$ cat src/hw/rtl/lcg_pkg.sv
// Package for the linear congruential sequence generator.
// Holds the shared constants, the register index codes, the controller states and the
// command and status structs between the controller and the datapath. No dependencies.
package lcg_pkg;

	localparam int VALUE_WIDTH_DEF = 32;
	localparam int CFG_INDEX_WIDTH = 2;

	typedef enum logic [CFG_INDEX_WIDTH-1:0] {
		CFG_MULTIPLIER = 2'd0,
		CFG_INCREMENT  = 2'd1,
		CFG_MODULUS    = 2'd2,
		CFG_SEED       = 2'd3
	} cfg_reg_t;

	typedef enum logic [2:0] {
		ST_IDLE,
		ST_REDUCE,
		ST_MULT,
		ST_FINAL,
		ST_RESULT
	} state_t;

	// Commands from the controller to the datapath; at most one is set in a cycle.
	typedef struct packed {
		logic load_seed;
		logic load_err;
		logic start;
		logic reduce_step;
		logic mult_step;
		logic final_step;
		logic commit;
	} lcg_cmd_t;

	typedef struct packed {
		logic mod_zero;
	} lcg_status_t;

endpackage

$ cat src/hw/rtl/lcg_datapath.sv
// Datapath of the sequence generator: configuration registers, the previous element,
// the shift-subtract reduction units, the modular multiply step and the output register.
// Depends on lcg_pkg.
module lcg_datapath #(
	parameter int VALUE_WIDTH = lcg_pkg::VALUE_WIDTH_DEF
) (
	input  logic                                clk,
	input  logic                                arst_n,
	input  logic                                cfg_wr_en,
	input  logic [lcg_pkg::CFG_INDEX_WIDTH-1:0] cfg_index,
	input  logic [VALUE_WIDTH-1:0]              cfg_data,
	input  lcg_pkg::lcg_cmd_t                   cmd,
	output lcg_pkg::lcg_status_t                status,
	output logic [VALUE_WIDTH-1:0]              value,
	output logic                                div_error
);

	localparam int W = VALUE_WIDTH;

	logic [W-1:0] mult_q, incr_q, mod_q, seed_q;
	logic [W-1:0] last_q;
	logic [W-1:0] a_sh_q, c_sh_q, b_sh_q;
	logic [W-1:0] ra_q, rc_q, r_q;
	logic [W-1:0] res_q;
	logic         res_err_q;
	logic [W-1:0] value_q;
	logic         div_error_q;

	logic [W:0]   ta, tc, sfin;
	logic [W-1:0] ra_d, rc_d, r_d, fin_d;
	logic [W+1:0] tm;
	lcg_pkg::cfg_reg_t cfg_sel;

	assign cfg_sel = lcg_pkg::cfg_reg_t'(cfg_index);

	// Configuration registers carry their architectural reset values.
	always_ff @(posedge clk or negedge arst_n) begin
		if (!arst_n) begin
			mult_q <= '0;
			incr_q <= '0;
			mod_q  <= W'(1);
			seed_q <= '0;
			last_q <= '0;
		end else begin
			if (cfg_wr_en) begin
				unique case (cfg_sel)
					lcg_pkg::CFG_MULTIPLIER: mult_q <= cfg_data;
					lcg_pkg::CFG_INCREMENT:  incr_q <= cfg_data;
					lcg_pkg::CFG_MODULUS:    mod_q  <= cfg_data;
					lcg_pkg::CFG_SEED:       seed_q <= cfg_data;
				endcase
			end
			if (cmd.commit && !res_err_q) begin
				last_q <= res_q;
			end
		end
	end

	// Restoring reduction of the multiplier and the increment, one bit each per cycle.
	always_comb begin
		ta = {ra_q, a_sh_q[W-1]};
		tc = {rc_q, c_sh_q[W-1]};
		ra_d = (ta >= {1'b0, mod_q}) ? W'(ta - {1'b0, mod_q}) : ta[W-1:0];
		rc_d = (tc >= {1'b0, mod_q}) ? W'(tc - {1'b0, mod_q}) : tc[W-1:0];
	end

	// Horner step over the previous element, most significant bit first.
	// With r and the reduced multiplier below the modulus, the sum stays below three moduli.
	always_comb begin
		tm = {1'b0, r_q, 1'b0} + {2'b00, (b_sh_q[W-1] ? ra_q : '0)};
		priority if (tm >= {1'b0, mod_q, 1'b0}) begin
			r_d = W'(tm - {1'b0, mod_q, 1'b0});
		end else if (tm >= {2'b00, mod_q}) begin
			r_d = W'(tm - {2'b00, mod_q});
		end else begin
			r_d = tm[W-1:0];
		end
	end

	always_comb begin
		sfin  = {1'b0, r_q} + {1'b0, rc_q};
		fin_d = (sfin >= {1'b0, mod_q}) ? W'(sfin - {1'b0, mod_q}) : sfin[W-1:0];
	end

	always_ff @(posedge clk) begin
		if (cmd.start) begin
			a_sh_q <= mult_q;
			c_sh_q <= incr_q;
			b_sh_q <= last_q;
			ra_q   <= '0;
			rc_q   <= '0;
			r_q    <= '0;
		end
		if (cmd.reduce_step) begin
			a_sh_q <= {a_sh_q[W-2:0], 1'b0};
			c_sh_q <= {c_sh_q[W-2:0], 1'b0};
			ra_q   <= ra_d;
			rc_q   <= rc_d;
		end
		if (cmd.mult_step) begin
			b_sh_q <= {b_sh_q[W-2:0], 1'b0};
			r_q    <= r_d;
		end
		if (cmd.load_seed) begin
			res_q     <= seed_q;
			res_err_q <= 1'b0;
		end
		if (cmd.load_err) begin
			res_q     <= '0;
			res_err_q <= 1'b1;
		end
		if (cmd.final_step) begin
			res_q     <= fin_d;
			res_err_q <= 1'b0;
		end
		if (cmd.commit) begin
			value_q     <= res_q;
			div_error_q <= res_err_q;
		end
	end

	assign status.mod_zero = (mod_q == '0);
	assign value           = value_q;
	assign div_error       = div_error_q;

endmodule

$ cat src/hw/rtl/lcg_controller.sv
// Controller of the sequence generator: request decoding, phase sequencing with a bit
// counter, the started flag and the output valid flag. Depends on lcg_pkg.
module lcg_controller #(
	parameter int VALUE_WIDTH = lcg_pkg::VALUE_WIDTH_DEF
) (
	input  logic                 clk,
	input  logic                 arst_n,
	input  logic                 in_valid,
	output logic                 in_stall,
	input  logic                 restart,
	output logic                 out_valid,
	input  logic                 out_stall,
	input  lcg_pkg::lcg_status_t status,
	output lcg_pkg::lcg_cmd_t    cmd
);

	localparam int CNT_W = $clog2(VALUE_WIDTH);

	lcg_pkg::state_t state_q, state_d;
	logic [CNT_W-1:0] cnt_q;
	logic             started_q;
	logic             out_valid_q;
	logic             cnt_last;
	logic             out_free;
	logic             accept;

	assign cnt_last = (cnt_q == CNT_W'(VALUE_WIDTH - 1));
	assign out_free = !out_valid_q || !out_stall;
	assign accept   = in_valid && (state_q == lcg_pkg::ST_IDLE);

	always_comb begin
		state_d = state_q;
		unique case (state_q)
			lcg_pkg::ST_IDLE: begin
				if (in_valid) begin
					if (restart || !started_q || status.mod_zero) begin
						state_d = lcg_pkg::ST_RESULT;
					end else begin
						state_d = lcg_pkg::ST_REDUCE;
					end
				end
			end
			lcg_pkg::ST_REDUCE: begin
				if (cnt_last) state_d = lcg_pkg::ST_MULT;
			end
			lcg_pkg::ST_MULT: begin
				if (cnt_last) state_d = lcg_pkg::ST_FINAL;
			end
			lcg_pkg::ST_FINAL:  state_d = lcg_pkg::ST_RESULT;
			lcg_pkg::ST_RESULT: begin
				if (out_free) state_d = lcg_pkg::ST_IDLE;
			end
			default: state_d = lcg_pkg::ST_IDLE;
		endcase
	end

	always_comb begin
		cmd      = '0;
		in_stall = 1'b1;
		unique case (state_q)
			lcg_pkg::ST_IDLE: begin
				in_stall = 1'b0;
				if (in_valid) begin
					priority if (restart || !started_q) begin
						cmd.load_seed = 1'b1;
					end else if (status.mod_zero) begin
						cmd.load_err = 1'b1;
					end else begin
						cmd.start = 1'b1;
					end
				end
			end
			lcg_pkg::ST_REDUCE: cmd.reduce_step = 1'b1;
			lcg_pkg::ST_MULT:   cmd.mult_step   = 1'b1;
			lcg_pkg::ST_FINAL:  cmd.final_step  = 1'b1;
			lcg_pkg::ST_RESULT: cmd.commit      = out_free;
			default: cmd = '0;
		endcase
	end

	always_ff @(posedge clk or negedge arst_n) begin
		if (!arst_n) begin
			state_q     <= lcg_pkg::ST_IDLE;
			cnt_q       <= '0;
			started_q   <= 1'b0;
			out_valid_q <= 1'b0;
		end else begin
			state_q <= state_d;
			if ((state_q == lcg_pkg::ST_REDUCE || state_q == lcg_pkg::ST_MULT) && !cnt_last) begin
				cnt_q <= cnt_q + CNT_W'(1);
			end else begin
				cnt_q <= '0;
			end
			if (accept && (restart || !started_q)) begin
				started_q <= 1'b1;
			end
			if (cmd.commit) begin
				out_valid_q <= 1'b1;
			end else if (!out_stall) begin
				out_valid_q <= 1'b0;
			end
		end
	end

	assign out_valid = out_valid_q;

endmodule

$ cat src/hw/rtl/lcg_sequence_generator.sv
// Linear congruential sequence generator: x0 = seed, x(n+1) = (a * x(n) + c) mod m.
// A seed word (first request or restart) or a zero-modulus error word goes from the idle state
// through the result state to the output register; a next-element word is set by VALUE_WIDTH
// shift-subtract reduction steps, then VALUE_WIDTH modular multiply steps and a final add step.
// One word is in work at a time: a request is taken only while the block is idle.
// Asynchronous active-low reset: multiplier 0, increment 0, modulus 1, seed 0, not started.
module lcg_sequence_generator #(
	parameter int VALUE_WIDTH = lcg_pkg::VALUE_WIDTH_DEF
) (
	input  logic                                clk,
	input  logic                                arst_n,
	// Config port; the user writes registers only while idle, unchecked by the block.
	input  logic                                cfg_wr_en,
	input  logic [lcg_pkg::CFG_INDEX_WIDTH-1:0] cfg_index,
	input  logic [VALUE_WIDTH-1:0]              cfg_data,
	// Request channel.
	input  logic                                in_valid,
	output logic                                in_stall,
	input  logic                                restart,
	// Result channel.
	output logic                                out_valid,
	input  logic                                out_stall,
	output logic [VALUE_WIDTH-1:0]              value,
	output logic                                div_error
);

	// The controller decides per request whether the seed, an error word or a new
	// element is produced, and steps the datapath through its phases.
	lcg_pkg::lcg_cmd_t    cmd;
	lcg_pkg::lcg_status_t status;

	lcg_controller #(
		.VALUE_WIDTH(VALUE_WIDTH)
	) u_ctrl (
		.clk      (clk),
		.arst_n   (arst_n),
		.in_valid (in_valid),
		.in_stall (in_stall),
		.restart  (restart),
		.out_valid(out_valid),
		.out_stall(out_stall),
		.status   (status),
		.cmd      (cmd)
	);

	// The datapath first reduces the multiplier and increment by the modulus, then runs a
	// Horner loop over the previous element, so that no full-width product is ever formed.
	// A finished word waits in its output register until the receiver takes it.
	lcg_datapath #(
		.VALUE_WIDTH(VALUE_WIDTH)
	) u_dp (
		.clk      (clk),
		.arst_n   (arst_n),
		.cfg_wr_en(cfg_wr_en),
		.cfg_index(cfg_index),
		.cfg_data (cfg_data),
		.cmd      (cmd),
		.status   (status),
		.value    (value),
		.div_error(div_error)
	);

endmodule

$ cat config.mk
export PLATFORM = sky130hd
export DESIGN_NAME = lcg_sequence_generator
export DESIGN_NICKNAME = d
export VERILOG_FILES = /design/src/hw/rtl/lcg_pkg.sv /design/src/hw/rtl/lcg_datapath.sv /design/src/hw/rtl/lcg_controller.sv /design/src/hw/rtl/lcg_sequence_generator.sv
export SDC_FILE = /design/constraint.sdc
export NUM_CORES = 1
export LEC_CHECK = 0
export BUFFER_PORTS_ARGS = -buffer_cell sky130_fd_sc_hd__buf_2
export CORE_ASPECT_RATIO = 1.4
export CORE_MARGIN = 8
export CORE_UTILIZATION = 37
export DETAILED_ROUTE_END_ITERATION = 10
export GPL_ROUTABILITY_DRIVEN = 0
export GPL_TIMING_DRIVEN = 0
export PLACE_DENSITY = 0.61
export SYNTH_ARGS = -nofsm -noshare
export SYNTH_HDL_FRONTEND = slang
export SYNTH_SLANG_ARGS = --single-unit
$ cat constraint.sdc
create_clock -name clk -period 16.8 [get_ports clk]
set_input_delay 1.68 -clock clk [delete_from_list [all_inputs] [get_ports clk]]
set_output_delay 1.68 -clock clk [all_outputs]
set_load 0.1 [all_outputs]
==> impl_metrics.toml <==
[power_and_ir_drop]
power_density_mw_per_mm2 = 219
p_switching_mw = 3.30
p_leak_nw = 13.0
swShare_pct = 47.1
power_frac_clock_pct = 14.4
pwr-share-seq_pct = 20.2
intPower_mw = 3.70
irDropWorstVdd_mv = 0.112
power_frac_comb_pct = 65.4

[synthesis]
synth_fp_nets = 3036
synth_top_family_by_area = "compound AO/OA/AOI/OAI gates"
synth_ff_type = "edfxtp_1"
synthCells = 2764
synth-xor-area-share_pct = 5.59
ys_warn_count = 0
synth-async-reset-ratio_pct = 39.7
synth-edff-count = 254
synth_compound_area_share_pct = 19.5
syn_area_mm2 = 0.0287
avgSynthCellArea_um2 = 10.4
ys_types = 94
synth-seq-cells = 428
synthSimpleGateAreaFrac_pct = 11.2
muxShareOfSynthArea_pct = 8.88
ys_seq_area_share_pct = 41.7
synth_fa_ha_area_share_pct = 10.3

[place]
port_buffers = 74
place_hpwl_mm = 66.3
post-place-ws_ns = 9.82

[setup_path]
r2r_slack_ns = 9.68
crit_arrival_ns = 7.42
worstPathMaxFanout = 10
endpoint_kind = "flop"
startpoint_type = "flop"
required_ns = 17.10
worstSetupPathType = "reg2reg"

[cells_and_area]
drive_above_1_share_pct = 13.1
layout_common_cells = "edfxtp_1 (254), ha_1 (225), a21oi_1 (216), nor2_1 (186), dfrtp_1 (169)"
synthToLayoutAreaGrowth_pct = 11.4
fin_util_pct = 41.4
layout.nets = 3161
layout_commonest_cell = "edfxtp_1"

[clock_network]
cts_buffer_depth = 3
postCtsHoldBufs = 0
cts_tree = "built"
cts-root-buf = "clkbuf_16"
cts_resized = 0
cts-htree-levels = 2
clock_latency_ns = 0.59
clk_pin_slew_ns = 0.07
cts_inserted_buffers = 43
clock_sinks = 428
cts_setup_buffers = 0

[grt]
grt_pass1_vias = 21857
grt_pass1_wl_mm = 129
antenna_found_initial = 3
grtUsageTotal_pct = 18.9
globalRouteOverflowTotal = 0
grt_max_degree = 119

[sta]
drv_slew = 0
setup_viol = 0
fin_crit_ns = 7.12
whs_ns = 0.460
period_share_pct = 42.4
worst_slew_pin_slew_ns = 1.04
setup_slack_ns = 9.68
rsz0062_at_grt = "no"
slew_headroom_pct = 30.5
fmax_ghz = 0.141
finalClockSkew_ns = 0.0336
hold_viol_final = 0
fin_tns_setup_ns = 0

[floorplanning]
fp.dieH_um = 345
initial_core_util_pct = 37.1
rows = 121
ios = 75
fp.coreArea_mm2 = 0.0772
die_width_um = 251
die_area_mm2 = 0.0868

[min_path]
hold_class = "reg2reg"

[detailed_routing]
drc = 0
routedWlPerCell_um = 21.7
dr.pass1.iters = 5
wirelength_mm = 84.8
drt_iter0_markers = 1522
routed_via_density = 5.70
ant_nets = 0
num_vias = 22277

[run]
maxCapViolCount = 0

[outcome]
outcome = "completed"
per-layer routing:
metal	part of all wire [%]	GRT usage, %	vias to the layer above	wire [um]
met5	0	0	-	0
met3	4.3	1.76	194	3660
met1	41	23.0	10855	34600
li1	-	-	10630	-
met4	5.7	9.72	0	4840
met2	49	33.1	598	41700
synthesized netlist by cell type (12+ instances only):
cell	instances	area share [%]
a31oi_1	20	0.44
nor2b_1	36	0.79
o31ai_1	18	0.47
ha_1	225	9.8
and2_1	43	0.94
a21o_1	81	2.1
a21oi_1	217	3.8
a211oi_1	34	0.89
nor4_1	13	0.28
mux2_2	162	6.4
edfxtp_1	254	27
buf_2	12	0.21
inv_1	108	1.4
dfrtp_1	169	15
o21ai_0	154	2.7
and3_1	26	0.57
o21bai_1	31	0.81
o21ai_1	19	0.33
nand3_1	67	1.2
xor2_1	53	1.6
o21a_1	29	0.76
mux2i_1	72	2.5
nand2b_1	29	0.63
nor3_1	37	0.65
o211ai_1	12	0.31
nor2_1	186	2.4
a22o_1	104	3.2
xnor2_1	130	4.0
nand4_1	30	0.65
clkbuf_1	69	0.90
nand2_1	150	2.0
per-stage QoR:
step / power, mW / std cells / area [um2]
floorplan: 4.79 / 2764 / 28700
global placement: 5.89 / 3822 / 30300
detailed placement: 5.91 / 3828 / 30500
CTS: 6.95 / 3906 / 31900
global route: 7.49 / 3906 / 31900
finish: 7.00 / 3907 / 31900
critical path, cell delays in order (launching register included):
cell	delay, ns
edfxtp_1	0.53
clkbuf_1	0.39
nand2_1	0.16
fa_1	0.45
nand2b_1	0.19
a211oi_2	0.35
o41ai_4	0.17
o21ai_4	0.30
a31oi_1	0.18
o21a_1	0.25
o21bai_1	0.13
a21oi_1	0.09
xnor2_1	0.35
ha_1	0.36
or2_2	0.30
a311oi_1	0.29
o21bai_1	0.10
a21o_1	0.22
a311oi_1	0.43
o311ai_1	0.28
a2111o_1	0.44
buf_6	0.17
buf_4	0.20
o21ai_0	0.31
o21ai_0	0.17
final timing paths:
path / cells after the start / endpoint / start
min reg2reg: 0 / u_dp.value[19] / u_dp.res_q[19]
min in group asynchronous: 1 / u_dp.last_q[8] / arst_n
max reg2reg: 24 / u_dp.r_q[7] / u_dp.b_sh_q[31]
max: 24 / u_dp.r_q[7] / u_dp.b_sh_q[31]
max in group asynchronous: 2 / u_dp.mod_q[4] / arst_n
min: 0 / u_dp.value[19] / u_dp.res_q[19]
power by group through the flow:
stage / Combinational (mW) / Sequential, mW / Clock, mW
final: 4.58 / 1.42 / 1.00
after global routing: 5.01 / 1.42 / 1.06
after CTS: 4.51 / 1.42 / 1.03
after detailed placement: 4.48 / 1.44 / 0
after global placement: 4.45 / 1.44 / 0
after floorplan: 3.43 / 1.36 / 0
final cells by class:
cell class | instances | area (um2)
Antenna cell | 1 | 2.50
Sequential cell | 428 | 12000
Inverter | 108 | 405
Tap cell | 984 | 1230
Clock inverter | 30 | 324
Fill cell | 7519 | 45300
Clock buffer | 48 | 1120
Multi-Input combinational cell | 2133 | 15900
Timing Repair Buffer | 80 | 546
Buffer | 95 | 414
state kept, by name, indices dropped and copies added (netlist names):
| name | count |
|---|---|
| u_dp.incr_q | 32 |
| u_ctrl.out_valid | 1 |
| u_dp.rc_q | 32 |
| u_ctrl.state_q | 3 |
| u_ctrl.cnt_q | 5 |
| u_dp.seed_q | 32 |
| u_dp.mult_q | 32 |
| u_dp.mod_q | 32 |
| u_dp.b_sh_q | 32 |
| u_dp.last_q | 32 |
| u_dp.res_err_q | 1 |
| u_dp.r_q | 32 |
| u_ctrl.started_q | 1 |
| u_dp.div_error | 1 |
| u_dp.ra_q | 32 |
| u_dp.c_sh_q | 32 |
| u_dp.res_q | 32 |
| u_dp.a_sh_q | 32 |
| u_dp.value | 32 |
kinds of logic (layout without fill, tap and decap cells):
logic type                 after synthesis  in the layout
AOI/OAI and AO/OA                      824            824
xor gates and xnor gates               183            183
adders and majority gates              232            232
buffers and inverters                  203            361
DFF                                    428            428
muxes                                  234            234
other                                    0              1
and+or+nand+nor                        660            660
(Power assumes the default switching activity.)
